File: src/hw/rtl/pls_pkg.sv
// ----------------------------------------------------------------------------
// pls_pkg
// Shared sizes, codes, controller types and data helpers for the
// positional list store.
// ----------------------------------------------------------------------------
package pls_pkg;

  localparam int CAPACITY   = 128;
  localparam int DATA_WIDTH = 32;
  localparam int ADDR_W     = (CAPACITY > 1) ? $clog2(CAPACITY) : 1;
  localparam int LEN_W      = $clog2(CAPACITY + 1);
  localparam int CMP_W      = ((LEN_W > 8) ? LEN_W : 8) + 1;

  localparam logic [2:0] OP_INSERT = 3'd0;
  localparam logic [2:0] OP_DELETE = 3'd1;
  localparam logic [2:0] OP_GET    = 3'd2;
  localparam logic [2:0] OP_LOCATE = 3'd3;
  localparam logic [2:0] OP_CLEAR  = 3'd4;

  localparam logic [1:0] ST_OK    = 2'd0;
  localparam logic [1:0] ST_FULL  = 2'd1;
  localparam logic [1:0] ST_RANGE = 2'd2;

  typedef enum logic [2:0] {
    S_IDLE,
    S_EXEC,
    S_WALK,
    S_FINISH,
    S_OUT
  } pls_state_t;

  typedef struct packed {
    logic load;
    logic walk_start;
    logic walk_en;
    logic finish;
  } pls_cmd_t;

  typedef struct packed {
    logic need_walk;
    logic walk_done;
  } pls_stat_t;

  function automatic logic [DATA_WIDTH-1:0] to_store(input logic [31:0] v);
    logic [63:0] t;
    t = {32'b0, v};
    return t[DATA_WIDTH-1:0];
  endfunction

  function automatic logic [31:0] to_out(input logic [DATA_WIDTH-1:0] d);
    logic [63:0] t;
    t = 64'(signed'(d));
    return t[31:0];
  endfunction

endpackage

File: src/hw/rtl/pls_in_if.sv
// ----------------------------------------------------------------------------
// pls_in_if
// Request channel: opcode, position and value with valid/ready.
// ----------------------------------------------------------------------------
interface pls_in_if;
  logic        valid;
  logic        ready;
  logic [2:0]  opcode;
  logic [7:0]  position;
  logic [31:0] value;

  modport source (output valid, opcode, position, value, input ready);
  modport sink   (input valid, opcode, position, value, output ready);
endinterface

File: src/hw/rtl/pls_out_if.sv
// ----------------------------------------------------------------------------
// pls_out_if
// Result channel: status, fetched value, match position, length, empty flag.
// ----------------------------------------------------------------------------
interface pls_out_if;
  logic        valid;
  logic        ready;
  logic [1:0]  status;
  logic [31:0] read_value;
  logic [7:0]  found_position;
  logic [7:0]  count_now;
  logic        is_empty;

  modport source (output valid, status, read_value, found_position, count_now, is_empty,
                  input ready);
  modport sink   (input valid, status, read_value, found_position, count_now, is_empty,
                  output ready);
endinterface

File: src/hw/rtl/pls_ram.sv
// ----------------------------------------------------------------------------
// pls_ram
// Generic single-write, single-read RAM with registered read data.
// ----------------------------------------------------------------------------
module pls_ram #(
  parameter int WIDTH = 32,
  parameter int DEPTH = 128,
  parameter int AW    = (DEPTH > 1) ? $clog2(DEPTH) : 1
) (
  input  logic             clk,
  input  logic             we,
  input  logic [AW-1:0]    waddr,
  input  logic [WIDTH-1:0] wdata,
  input  logic             re,
  input  logic [AW-1:0]    raddr,
  output logic [WIDTH-1:0] rdata
);

  logic [WIDTH-1:0] mem [DEPTH];
  logic [WIDTH-1:0] rdata_r;

  always_ff @(posedge clk) begin
    if (we) begin
      mem[waddr] <= wdata;
    end
    if (re) begin
      rdata_r <= mem[raddr];
    end
  end

  assign rdata = rdata_r;

endmodule

File: src/hw/rtl/pls_datapath.sv
// ----------------------------------------------------------------------------
// pls_datapath
// Request registers, length count, element RAM, shift/scan walker and
// result registers.
// ----------------------------------------------------------------------------
module pls_datapath (
  input  logic                        clk,
  input  logic                        rst_n,
  input  pls_pkg::pls_cmd_t           cmd,
  output pls_pkg::pls_stat_t          stat,
  input  logic [2:0]                  in_opcode,
  input  logic [7:0]                  in_position,
  input  logic [31:0]                 in_value,
  output logic [1:0]                  out_status,
  output logic [31:0]                 out_read_value,
  output logic [7:0]                  out_found_position,
  output logic [7:0]                  out_count_now,
  output logic                        out_is_empty
);
  import pls_pkg::*;

  logic [2:0]            op_r, op_nxt;
  logic [7:0]            pos_r, pos_nxt;
  logic [DATA_WIDTH-1:0] val_r, val_nxt;
  logic [LEN_W-1:0]      len_r, len_nxt;
  logic [ADDR_W-1:0]     ptr_r, ptr_nxt;
  logic [LEN_W-1:0]      cnt_r, cnt_nxt;
  logic                  pend_r, pend_nxt;
  logic [ADDR_W-1:0]     paddr_r, paddr_nxt;
  logic                  hit_r, hit_nxt;
  logic [31:0]           rdv_r, rdv_nxt;
  logic [7:0]            found_r, found_nxt;
  logic [1:0]            ostat_r, ostat_nxt;
  logic [31:0]           ordv_r, ordv_nxt;
  logic [7:0]            ofound_r, ofound_nxt;
  logic [7:0]            ocnt_r, ocnt_nxt;
  logic                  oempty_r, oempty_nxt;

  logic [CMP_W-1:0]      pos_x, len_x;
  logic [ADDR_W-1:0]     pos_m1;
  logic [1:0]            status;
  logic                  issue;
  logic [LEN_W-1:0]      paddr_p1;

  logic                  ram_we, ram_re;
  logic [ADDR_W-1:0]     ram_waddr;
  logic [DATA_WIDTH-1:0] ram_wdata, ram_rdata;

  assign pos_x    = CMP_W'(pos_r);
  assign len_x    = CMP_W'(len_r);
  assign pos_m1   = ADDR_W'(pos_x - CMP_W'(1));
  assign paddr_p1 = LEN_W'(paddr_r) + LEN_W'(1);

  always_comb begin
    case (op_r)
      OP_INSERT: begin
        if (len_r == LEN_W'(CAPACITY)) begin
          status = ST_FULL;
        end else if (pos_x == '0 || pos_x > len_x + CMP_W'(1)) begin
          status = ST_RANGE;
        end else begin
          status = ST_OK;
        end
      end
      OP_DELETE, OP_GET: begin
        status = (pos_x == '0 || pos_x > len_x) ? ST_RANGE : ST_OK;
      end
      default: status = ST_OK;
    endcase
  end

  assign stat.need_walk = (status == ST_OK) &&
                          (op_r == OP_INSERT || op_r == OP_DELETE ||
                           op_r == OP_GET || op_r == OP_LOCATE);
  assign stat.walk_done = (cnt_r == '0) && !pend_r;

  assign issue = cmd.walk_en && (cnt_r != '0);

  always_comb begin
    op_nxt     = op_r;
    pos_nxt    = pos_r;
    val_nxt    = val_r;
    len_nxt    = len_r;
    ptr_nxt    = ptr_r;
    cnt_nxt    = cnt_r;
    pend_nxt   = 1'b0;
    paddr_nxt  = paddr_r;
    hit_nxt    = hit_r;
    rdv_nxt    = rdv_r;
    found_nxt  = found_r;
    ostat_nxt  = ostat_r;
    ordv_nxt   = ordv_r;
    ofound_nxt = ofound_r;
    ocnt_nxt   = ocnt_r;
    oempty_nxt = oempty_r;
    ram_we     = 1'b0;
    ram_waddr  = pos_m1;
    ram_wdata  = val_r;

    if (cmd.load) begin
      op_nxt    = in_opcode;
      pos_nxt   = in_position;
      val_nxt   = to_store(in_value);
      cnt_nxt   = '0;
      hit_nxt   = 1'b0;
      rdv_nxt   = '0;
      found_nxt = '0;
    end

    if (cmd.walk_start) begin
      unique case (op_r)
        OP_INSERT: begin
          ptr_nxt = ADDR_W'(len_x - CMP_W'(1));
          cnt_nxt = LEN_W'(len_x + CMP_W'(1) - pos_x);
        end
        OP_DELETE: begin
          ptr_nxt = pos_m1;
          cnt_nxt = LEN_W'(len_x + CMP_W'(1) - pos_x);
        end
        OP_GET: begin
          ptr_nxt = pos_m1;
          cnt_nxt = LEN_W'(1);
        end
        default: begin
          ptr_nxt = '0;
          cnt_nxt = len_r;
        end
      endcase
    end

    if (issue) begin
      pend_nxt  = 1'b1;
      paddr_nxt = ptr_r;
      cnt_nxt   = cnt_r - LEN_W'(1);
      ptr_nxt   = (op_r == OP_INSERT) ? ptr_r - ADDR_W'(1) : ptr_r + ADDR_W'(1);
    end

    if (cmd.walk_en && pend_r) begin
      case (op_r)
        OP_INSERT: begin
          ram_we    = 1'b1;
          ram_waddr = ADDR_W'(paddr_p1);
          ram_wdata = ram_rdata;
        end
        OP_DELETE: begin
          if (paddr_r == pos_m1) begin
            rdv_nxt = to_out(ram_rdata);
          end else begin
            ram_we    = 1'b1;
            ram_waddr = paddr_r - ADDR_W'(1);
            ram_wdata = ram_rdata;
          end
        end
        OP_GET: rdv_nxt = to_out(ram_rdata);
        OP_LOCATE: begin
          if (!hit_r && ram_rdata == val_r) begin
            hit_nxt   = 1'b1;
            found_nxt = 8'(paddr_p1);
            cnt_nxt   = '0;
          end
        end
        default: ;
      endcase
    end

    if (cmd.finish) begin
      if (status == ST_OK) begin
        case (op_r)
          OP_INSERT: begin
            ram_we    = 1'b1;
            ram_waddr = pos_m1;
            ram_wdata = val_r;
            len_nxt   = len_r + LEN_W'(1);
          end
          OP_DELETE: len_nxt = len_r - LEN_W'(1);
          OP_CLEAR:  len_nxt = '0;
          default: ;
        endcase
      end
      ostat_nxt  = status;
      ordv_nxt   = rdv_r;
      ofound_nxt = found_r;
      ocnt_nxt   = 8'(len_nxt);
      oempty_nxt = (len_nxt == '0);
    end
  end

  assign ram_re = issue;

  pls_ram #(
    .WIDTH (DATA_WIDTH),
    .DEPTH (CAPACITY),
    .AW    (ADDR_W)
  ) u_ram (
    .clk   (clk),
    .we    (ram_we),
    .waddr (ram_waddr),
    .wdata (ram_wdata),
    .re    (ram_re),
    .raddr (ptr_r),
    .rdata (ram_rdata)
  );

  always_ff @(posedge clk) begin
    if (!rst_n) begin
      len_r  <= '0;
      cnt_r  <= '0;
      pend_r <= 1'b0;
      hit_r  <= 1'b0;
    end else begin
      len_r  <= len_nxt;
      cnt_r  <= cnt_nxt;
      pend_r <= pend_nxt;
      hit_r  <= hit_nxt;
    end
  end

  always_ff @(posedge clk) begin
    op_r     <= op_nxt;
    pos_r    <= pos_nxt;
    val_r    <= val_nxt;
    ptr_r    <= ptr_nxt;
    paddr_r  <= paddr_nxt;
    rdv_r    <= rdv_nxt;
    found_r  <= found_nxt;
    ostat_r  <= ostat_nxt;
    ordv_r   <= ordv_nxt;
    ofound_r <= ofound_nxt;
    ocnt_r   <= ocnt_nxt;
    oempty_r <= oempty_nxt;
  end

  assign out_status         = ostat_r;
  assign out_read_value     = ordv_r;
  assign out_found_position = ofound_r;
  assign out_count_now      = ocnt_r;
  assign out_is_empty       = oempty_r;

  a_len_bound: assert property (@(posedge clk) disable iff (!rst_n)
    len_r <= LEN_W'(CAPACITY))
    else $error("list length above capacity");

  a_wr_gated: assert property (@(posedge clk) disable iff (!rst_n)
    ram_we |-> (cmd.walk_en || cmd.finish))
    else $error("element write outside walk or finish");

  a_finish_idle_walk: assert property (@(posedge clk) disable iff (!rst_n)
    cmd.finish |-> (cnt_r == '0 && !pend_r))
    else $error("finish while walk still active");

  a_hit_once: assert property (@(posedge clk) disable iff (!rst_n)
    (hit_r && !cmd.load) |=> $stable(found_r))
    else $error("locate match overwritten");

endmodule

File: src/hw/rtl/pls_ctrl.sv
// ----------------------------------------------------------------------------
// pls_ctrl
// Request sequencer: accept, check, walk, commit, hand off result.
// ----------------------------------------------------------------------------
module pls_ctrl (
  input  logic               clk,
  input  logic               rst_n,
  input  logic               in_valid,
  output logic               in_ready,
  output logic               out_valid,
  input  logic               out_ready,
  input  pls_pkg::pls_stat_t stat,
  output pls_pkg::pls_cmd_t  cmd
);
  import pls_pkg::*;

  pls_state_t state_r, state_nxt;

  always_comb begin
    state_nxt = state_r;
    unique case (state_r)
      S_IDLE:   if (in_valid) state_nxt = S_EXEC;
      S_EXEC:   state_nxt = stat.need_walk ? S_WALK : S_FINISH;
      S_WALK:   if (stat.walk_done) state_nxt = S_FINISH;
      S_FINISH: state_nxt = S_OUT;
      S_OUT:    if (out_ready) state_nxt = S_IDLE;
      default:  state_nxt = S_IDLE;
    endcase
  end

  always_comb begin
    cmd        = '0;
    in_ready   = 1'b0;
    out_valid  = 1'b0;
    unique case (state_r)
      S_IDLE: begin
        in_ready = 1'b1;
        cmd.load = in_valid;
      end
      S_EXEC:   cmd.walk_start = stat.need_walk;
      S_WALK:   cmd.walk_en = 1'b1;
      S_FINISH: cmd.finish = 1'b1;
      S_OUT:    out_valid = 1'b1;
      default: ;
    endcase
  end

  always_ff @(posedge clk) begin
    if (!rst_n) begin
      state_r <= S_IDLE;
    end else begin
      state_r <= state_nxt;
    end
  end

  a_walk_exit: assert property (@(posedge clk) disable iff (!rst_n)
    (state_r == S_WALK && !stat.walk_done) |=> state_r == S_WALK)
    else $error("walk left before done");

  a_out_hold: assert property (@(posedge clk) disable iff (!rst_n)
    (out_valid && !out_ready) |=> (out_valid && !in_ready))
    else $error("result dropped while stalled");

  a_one_cmd: assert property (@(posedge clk) disable iff (!rst_n)
    $onehot0({cmd.load, cmd.walk_start, cmd.walk_en, cmd.finish}))
    else $error("overlapping datapath commands");

endmodule

File: src/hw/rtl/positional_list_store_unit.sv
// ----------------------------------------------------------------------------
// positional_list_store_unit
// Ordered list of signed values with insert, delete, get, locate and clear.
// ----------------------------------------------------------------------------
// One request at a time. Nothing is walked for clear, rejected requests and
// opcodes five to seven; a walk that covers no entry reads nothing, and
// otherwise entries are read from the element RAM: insert reads
// length-position+1 entries, delete the same, get one, locate up to one entry
// past the first match (at most length). The next request is taken only after
// the result beat, so a stall on the result side holds off the next request;
// a full list holds 128 entries.
// ----------------------------------------------------------------------------
module positional_list_store_unit (
  input  logic      clk,
  input  logic      rst_n,
  pls_in_if.sink    in_bus,
  pls_out_if.source out_bus
);
  import pls_pkg::*;

  pls_cmd_t  cmd;
  pls_stat_t stat;

  pls_ctrl u_ctrl (
    .clk       (clk),
    .rst_n     (rst_n),
    .in_valid  (in_bus.valid),
    .in_ready  (in_bus.ready),
    .out_valid (out_bus.valid),
    .out_ready (out_bus.ready),
    .stat      (stat),
    .cmd       (cmd)
  );

  pls_datapath u_dp (
    .clk                (clk),
    .rst_n              (rst_n),
    .cmd                (cmd),
    .stat               (stat),
    .in_opcode          (in_bus.opcode),
    .in_position        (in_bus.position),
    .in_value           (in_bus.value),
    .out_status         (out_bus.status),
    .out_read_value     (out_bus.read_value),
    .out_found_position (out_bus.found_position),
    .out_count_now      (out_bus.count_now),
    .out_is_empty       (out_bus.is_empty)
  );

  a_no_overlap: assert property (@(posedge clk) disable iff (!rst_n)
    out_bus.valid |-> !in_bus.ready)
    else $error("request taken while result pending");

endmodule

File: src/flat_wrapper.sv
// flat-port wrapper written by rule: the top's interface ports become plain ports
module positional_list_store_unit_flat import pls_pkg::*;
  (clk, rst_n, in_bus_valid, in_bus_opcode, in_bus_position, in_bus_value, in_bus_ready, out_bus_valid, out_bus_status, out_bus_read_value, out_bus_found_position, out_bus_count_now, out_bus_is_empty, out_bus_ready);
  pls_in_if in_bus_i ();
  pls_out_if out_bus_i ();
  input  logic clk;
  input  logic rst_n;
  input wire logic [$bits(in_bus_i.valid)-1:0] in_bus_valid;
  input wire logic [$bits(in_bus_i.opcode)-1:0] in_bus_opcode;
  input wire logic [$bits(in_bus_i.position)-1:0] in_bus_position;
  input wire logic [$bits(in_bus_i.value)-1:0] in_bus_value;
  output wire logic [$bits(in_bus_i.ready)-1:0] in_bus_ready;
  output wire logic [$bits(out_bus_i.valid)-1:0] out_bus_valid;
  output wire logic [$bits(out_bus_i.status)-1:0] out_bus_status;
  output wire logic [$bits(out_bus_i.read_value)-1:0] out_bus_read_value;
  output wire logic [$bits(out_bus_i.found_position)-1:0] out_bus_found_position;
  output wire logic [$bits(out_bus_i.count_now)-1:0] out_bus_count_now;
  output wire logic [$bits(out_bus_i.is_empty)-1:0] out_bus_is_empty;
  input wire logic [$bits(out_bus_i.ready)-1:0] out_bus_ready;
  assign in_bus_i.valid = in_bus_valid;
  assign in_bus_i.opcode = in_bus_opcode;
  assign in_bus_i.position = in_bus_position;
  assign in_bus_i.value = in_bus_value;
  assign in_bus_ready = in_bus_i.ready;
  assign out_bus_valid = out_bus_i.valid;
  assign out_bus_status = out_bus_i.status;
  assign out_bus_read_value = out_bus_i.read_value;
  assign out_bus_found_position = out_bus_i.found_position;
  assign out_bus_count_now = out_bus_i.count_now;
  assign out_bus_is_empty = out_bus_i.is_empty;
  assign out_bus_i.ready = out_bus_ready;
  positional_list_store_unit u_core (.clk(clk), .rst_n(rst_n), .in_bus(in_bus_i), .out_bus(out_bus_i));
endmodule
File: config.mk
export PLATFORM = sky130hd
export DESIGN_NAME = positional_list_store_unit_flat
export DESIGN_NICKNAME = d
export VERILOG_FILES = /design/src/hw/rtl/pls_pkg.sv /design/src/hw/rtl/pls_in_if.sv /design/src/hw/rtl/pls_out_if.sv /design/src/hw/rtl/pls_ram.sv /design/src/hw/rtl/pls_datapath.sv /design/src/hw/rtl/pls_ctrl.sv /design/src/hw/rtl/positional_list_store_unit.sv /design/src/flat_wrapper.sv
export SDC_FILE = /design/constraint.sdc
export NUM_CORES = 2
export LEC_CHECK = 0
export ABC_AREA = 1
export BUFFER_PORTS_ARGS = -buffer_cell sky130_fd_sc_hd__buf_2
export CAP_MARGIN = 30
export CORE_AREA = 2 2 589 591
export DETAILED_ROUTE_END_ITERATION = 12
export DIE_AREA = 0 0 591 593
export REMOVE_ABC_BUFFERS = 1
export SLEW_MARGIN = 20
export SYNTH_ARGS = -nofsm -noshare
export SYNTH_HDL_FRONTEND = slang
export SYNTH_SLANG_ARGS = --single-unit
File: constraint.sdc
create_clock -name clk -period 10 [get_ports clk]
set_input_delay 2 -clock clk [delete_from_list [all_inputs] [get_ports clk]]
set_output_delay 2 -clock clk [all_outputs]
set_load 0.05 [all_outputs]
==> results by stage <==
Status:
- The flow ran to the end, and the final reports show no timing, DRC or antenna violations.

Routing:
- After detailed routing, the average wire length per cell comes to 30.50 um.
- The pre-antenna-repair detailed-routing pass consisted of 6 iterations.
- The final layout contains routed wiring with a total length of 559.9 mm.
- For this block, the initial DRC count from the detailed router was 17500.
- The detailed-route via count is 115700.
- In this run the remaining antenna-violating nets after routing total 0.
- The detailed-route vias per instance is 6.304.
- The final routed DRC violation total is 0.

Clock network:
- Clock-pin slew was measured on the worst setup and hold paths at 60 ps.
- At the later pin of the worst-skew pair, clock insertion delay measures 1000 ps.
- The number of buffers inserted by post-CTS setup repair is 0.
- The number of buffers created by CTS is 435.
- In this run, post-CTS hold repair placed 0 buffers.
- The TritonCTS clock tree is done.
- The count of clock tree sinks is 4297.
- Clock tree synthesis selected as its root buffer the cell sky130_fd_sc_hd__clkbuf_16.
- CTS built an H-tree with a depth of 5.
- The number of gates resized after cts is 0.
- The worst-case clock buffer depth is 4.

Floorplan:
- The die area is 350500 um^2.
- The cell row count is 216.
- The initial utilization of the core area, before any placement, comes to 49.67%.
- The floorplan step set the die width to 591 um.
- The floorplan step defined a core boundary enclosing 344600 um^2.
- The I/O pin count is 100.
- From bottom edge to top edge, the die measures 593 um.

Timing:
- The number of pins with negative max-slew slack in the final report is 0.
- The worst-case headroom to the max-slew limit is 21.32%.
- Setup repair after global routing left no endpoint under its margin.
- For the pin with the worst max-slew slack, the measured transition is 1171 ps.
- The smallest clock period supported by the final layout is computed as 5832 ps.
- The setup-violating endpoint count in the final report is 0.
- The final hold violation count is 0.
- On the final layout, the worst clock skew is 46.70 ps.
- The final period utilization is 58.32%.
- The achievable frequency is 171.5 MHz.

Placement:
- The last weighted congestion value of the routability-driven placer is 0.9516.
- Once placement finished, the instance area stood at 179900 um^2.
- The port buffer count is 99.
- Detailed placement ended at an HPWL of 336.2 mm.

Setup path:
- The largest fanout of any net on the critical path is 17.
- STA classifies the critical path startpoint as a flop.
- The data required time at the worst endpoint is 10690 ps.
- The arrival time at the worst endpoint is 6520 ps.
- The worst setup path category is flop to flop.
- The worst setup path is captured at a flop.

Final layout:
- Registers take 128400 um^2.
- Of the cells placed in the final design, the portion with a size suffix greater than 1 is 9.398%.
- After filler insertion, the fill cell instance count of the layout stands at 27410.
- The area of combinational cells with multiple inputs is 39680 um^2.
- After routing the design area is 194400 um^2.
- Cells fill 56.42% of the core in the end.
- The relative area change from synthesis to final layout is 13.60%.
- The final layout net count is 13470.

Global route:
- The via count of the first global-routing pass is 106900.
- The maximum number of pins on one net before global-route repair is 178.
- The global router's overall resource usage is 31.28%.
- The global routing usage on met3 is 6.085%.
- The first-pass GRT wire length is 785.4 mm.
- The layer flagged by global routing as most heavily used is met2.
- The aggregate global routing overflow is 0.
- For this run, global-route usage on met2 was measured as 47.13%.
- The initial antenna violation count came to 49.
- The met1 track demand over resource is 42.88%.

Synth:
- The synthesized design contains 4297 register bits.
- The synthesized instance count is 13450.
- The number of warnings reported in the yosys synthesis log is 0.
- The most used flip-flop cell after synthesis is sky130_fd_sc_hd__edfxtp_1.
- Counting flops with a built-in enable in the synthesized netlist gives 4236.
- The average instance in the mapped netlist occupies 12.73 um^2.
- The proportion of synthesized flip-flops having asynchronous set or reset is 0%.
- The distinct cell type count after synthesis is 47.
- Sequential cells were found to cover 75.04% of the synthesized design area.
- The cell area after synthesis is 171200 um^2.

Pwr:
- The maximum vdd drop is 0.1783 mV.
- Power spread over the standard cell area amounts to 232.7 nW/um^2.
- The final total power is 45.24 mW.
- The leakage power summed over all cells is 62.20 nW.

Flow run:
- The number of maximum-capacitance constraint violations is 0.

Min path:
- The path class of the tightest hold or removal check is flop to flop.
-- worst paths after layout --
| path | start | endpoint | slack [ps] | cells after the start |
|---|---|---|---|---|
| setup / recovery | u_core.u_dp.len_r[0] | u_core.u_dp.u_ram.mem[31][17] | 4170 | 20 |
| hold reg to reg | u_core.u_dp.rdv_r[25] | u_core.u_dp.out_read_value[25] | 440 | 0 |
| setup reg to reg | u_core.u_dp.len_r[0] | u_core.u_dp.u_ram.mem[31][17] | 4170 | 20 |
| hold / removal | u_core.u_dp.rdv_r[25] | u_core.u_dp.out_read_value[25] | 440 | 0 |
-- layer usage --
metal / up-vias / share of wire (%)
li1: 49820 / -
met1: 58090 / 38
met2: 6629 / 45
met3: 1153 / 10
met4: 22 / 6.1
met5: - / 0.026
-- synthesized netlist by cell type, types with 15 or more instances --
| master | number | area (um^2) |
|---|---|---|
| sky130_fd_sc_hd__edfxtp_1 | 4236 | 127200 |
| sky130_fd_sc_hd__xor2_1 | 45 | 394.1 |
| sky130_fd_sc_hd__buf_1 | 66 | 247.7 |
| sky130_fd_sc_hd__nor2_1 | 2608 | 9789 |
| sky130_fd_sc_hd__o22ai_1 | 1214 | 7595 |
| sky130_fd_sc_hd__o21ai_0 | 2532 | 12670 |
| sky130_fd_sc_hd__nand3_1 | 398 | 1992 |
| sky130_fd_sc_hd__ha_1 | 42 | 525.5 |
| sky130_fd_sc_hd__clkbuf_1 | 766 | 2875 |
| sky130_fd_sc_hd__inv_1 | 156 | 585.6 |
| sky130_fd_sc_hd__nand4_1 | 15 | 93.84 |
| sky130_fd_sc_hd__nand2_1 | 840 | 3153 |
| sky130_fd_sc_hd__dfxtp_1 | 61 | 1221 |
| sky130_fd_sc_hd__o31ai_1 | 15 | 112.6 |
| sky130_fd_sc_hd__buf_2 | 110 | 550.5 |
| sky130_fd_sc_hd__nor3_1 | 51 | 255.2 |
| sky130_fd_sc_hd__a21oi_1 | 158 | 790.8 |
-- cells in the final DEF (no fill, tap or decap), types with 6 or more instances in the layout --
cell type | Yosys | routed
sky130_fd_sc_hd__diode_2 | 0 | 40
sky130_fd_sc_hd__edfxtp_1 | 4236 | 4236
sky130_fd_sc_hd__xor2_1 | 45 | 45
sky130_fd_sc_hd__a21oi_1 | 158 | 158
sky130_fd_sc_hd__o221a_2 | 9 | 9
sky130_fd_sc_hd__inv_6 | 0 | 14
sky130_fd_sc_hd__bufinv_16 | 0 | 42
sky130_fd_sc_hd__clkbuf_1 | 766 | 73
sky130_fd_sc_hd__nand2_1 | 840 | 838
sky130_fd_sc_hd__clkinvlp_4 | 0 | 17
sky130_fd_sc_hd__buf_2 | 110 | 102
sky130_fd_sc_hd__ha_1 | 42 | 42
sky130_fd_sc_hd__nor4_1 | 9 | 9
sky130_fd_sc_hd__clkbuf_16 | 0 | 445
sky130_fd_sc_hd__buf_12 | 0 | 90
sky130_fd_sc_hd__o21ai_4 | 0 | 7
sky130_fd_sc_hd__nand3_2 | 9 | 6
sky130_fd_sc_hd__nand3_4 | 1 | 25
sky130_fd_sc_hd__o21ai_0 | 2532 | 2524
sky130_fd_sc_hd__nor2_4 | 7 | 136
sky130_fd_sc_hd__clkinv_4 | 0 | 6
sky130_fd_sc_hd__clkinv_1 | 3 | 117
sky130_fd_sc_hd__nand4_1 | 15 | 15
sky130_fd_sc_hd__o22ai_1 | 1214 | 1214
sky130_fd_sc_hd__nor2_2 | 6 | 7
sky130_fd_sc_hd__buf_16 | 0 | 80
sky130_fd_sc_hd__inv_2 | 9 | 11
sky130_fd_sc_hd__nor3_1 | 51 | 49
sky130_fd_sc_hd__dfxtp_1 | 61 | 61
sky130_fd_sc_hd__xnor2_1 | 6 | 6
sky130_fd_sc_hd__o211ai_1 | 12 | 12
sky130_fd_sc_hd__inv_1 | 156 | 150
sky130_fd_sc_hd__o31ai_1 | 15 | 15
sky130_fd_sc_hd__nand2_2 | 10 | 11
sky130_fd_sc_hd__clkinv_2 | 0 | 73
sky130_fd_sc_hd__buf_4 | 13 | 172
sky130_fd_sc_hd__nand3_1 | 398 | 377
sky130_fd_sc_hd__nor2_1 | 2608 | 2478
-- cell type report --
cell class	count	area share, %
clock buffers	522	5.897
repair buffers	451	3.030
inverters	169	0.3456
flip-flops and latches	4297	66.05
multi-input cells	8026	20.41
well taps	4578	2.946
diodes	40	0.05148
clock inverters	272	1.267
-- power by group --
group	total [mW]	internal [mW]	switching [mW]
sequential	20.5	20.4	0.106
combinational	8.63	1.86	6.78
clock	16.1	9.21	6.87
-- registers in the layout, summed over array words and instances (netlist names), 32 cells and up --
name,count
u_core.u_dp.val_r,32
u_core.u_dp.out_read_value,32
u_core.u_dp.u_ram.mem,4096
u_core.u_dp.u_ram.rdata,32
u_core.u_dp.rdv_r,32
-- worst max-delay path, cell delays in order, from the launching register on --
cell	delay, ps
sky130_fd_sc_hd__dfxtp_1	730
sky130_fd_sc_hd__ha_1	280
sky130_fd_sc_hd__nand2_1	110
sky130_fd_sc_hd__nor2_1	180
sky130_fd_sc_hd__nand3_1	110
sky130_fd_sc_hd__xor2_1	300
sky130_fd_sc_hd__inv_1	90
sky130_fd_sc_hd__ha_1	340
sky130_fd_sc_hd__a21oi_1	140
sky130_fd_sc_hd__nand3b_1	110
sky130_fd_sc_hd__nand2_1	60
sky130_fd_sc_hd__nor2_1	100
sky130_fd_sc_hd__nand2_1	50
sky130_fd_sc_hd__nand2_1	90
sky130_fd_sc_hd__nand4_1	80
sky130_fd_sc_hd__nor2_1	260
sky130_fd_sc_hd__nor2_2	180
sky130_fd_sc_hd__inv_2	280
sky130_fd_sc_hd__nand3_4	780
sky130_fd_sc_hd__nor2_4	940
sky130_fd_sc_hd__buf_16	240
-- cell families after synthesis --
family / share of synthesized area, %
simple gates: 9.213
xor+xnor: 0.2610
fa+ha+maj: 0.3421
compound gates: 12.57
buf+inv: 2.576
flops: 75.04
-- through the flow --
step                setup slack [ps]  setup TNS (ps)  std cells  hold slack [ps]
global placement                4012               0      17370            422.5
global route                    3857               0      18350            454.8
finish                          4168               0      18360            437.8
floorplan                    -204200        -7426320      12490            408.6
detailed placement              4222               0      17500            416.1
CTS                             4196               0      18290            432.5
(Power assumes the default switching activity.)
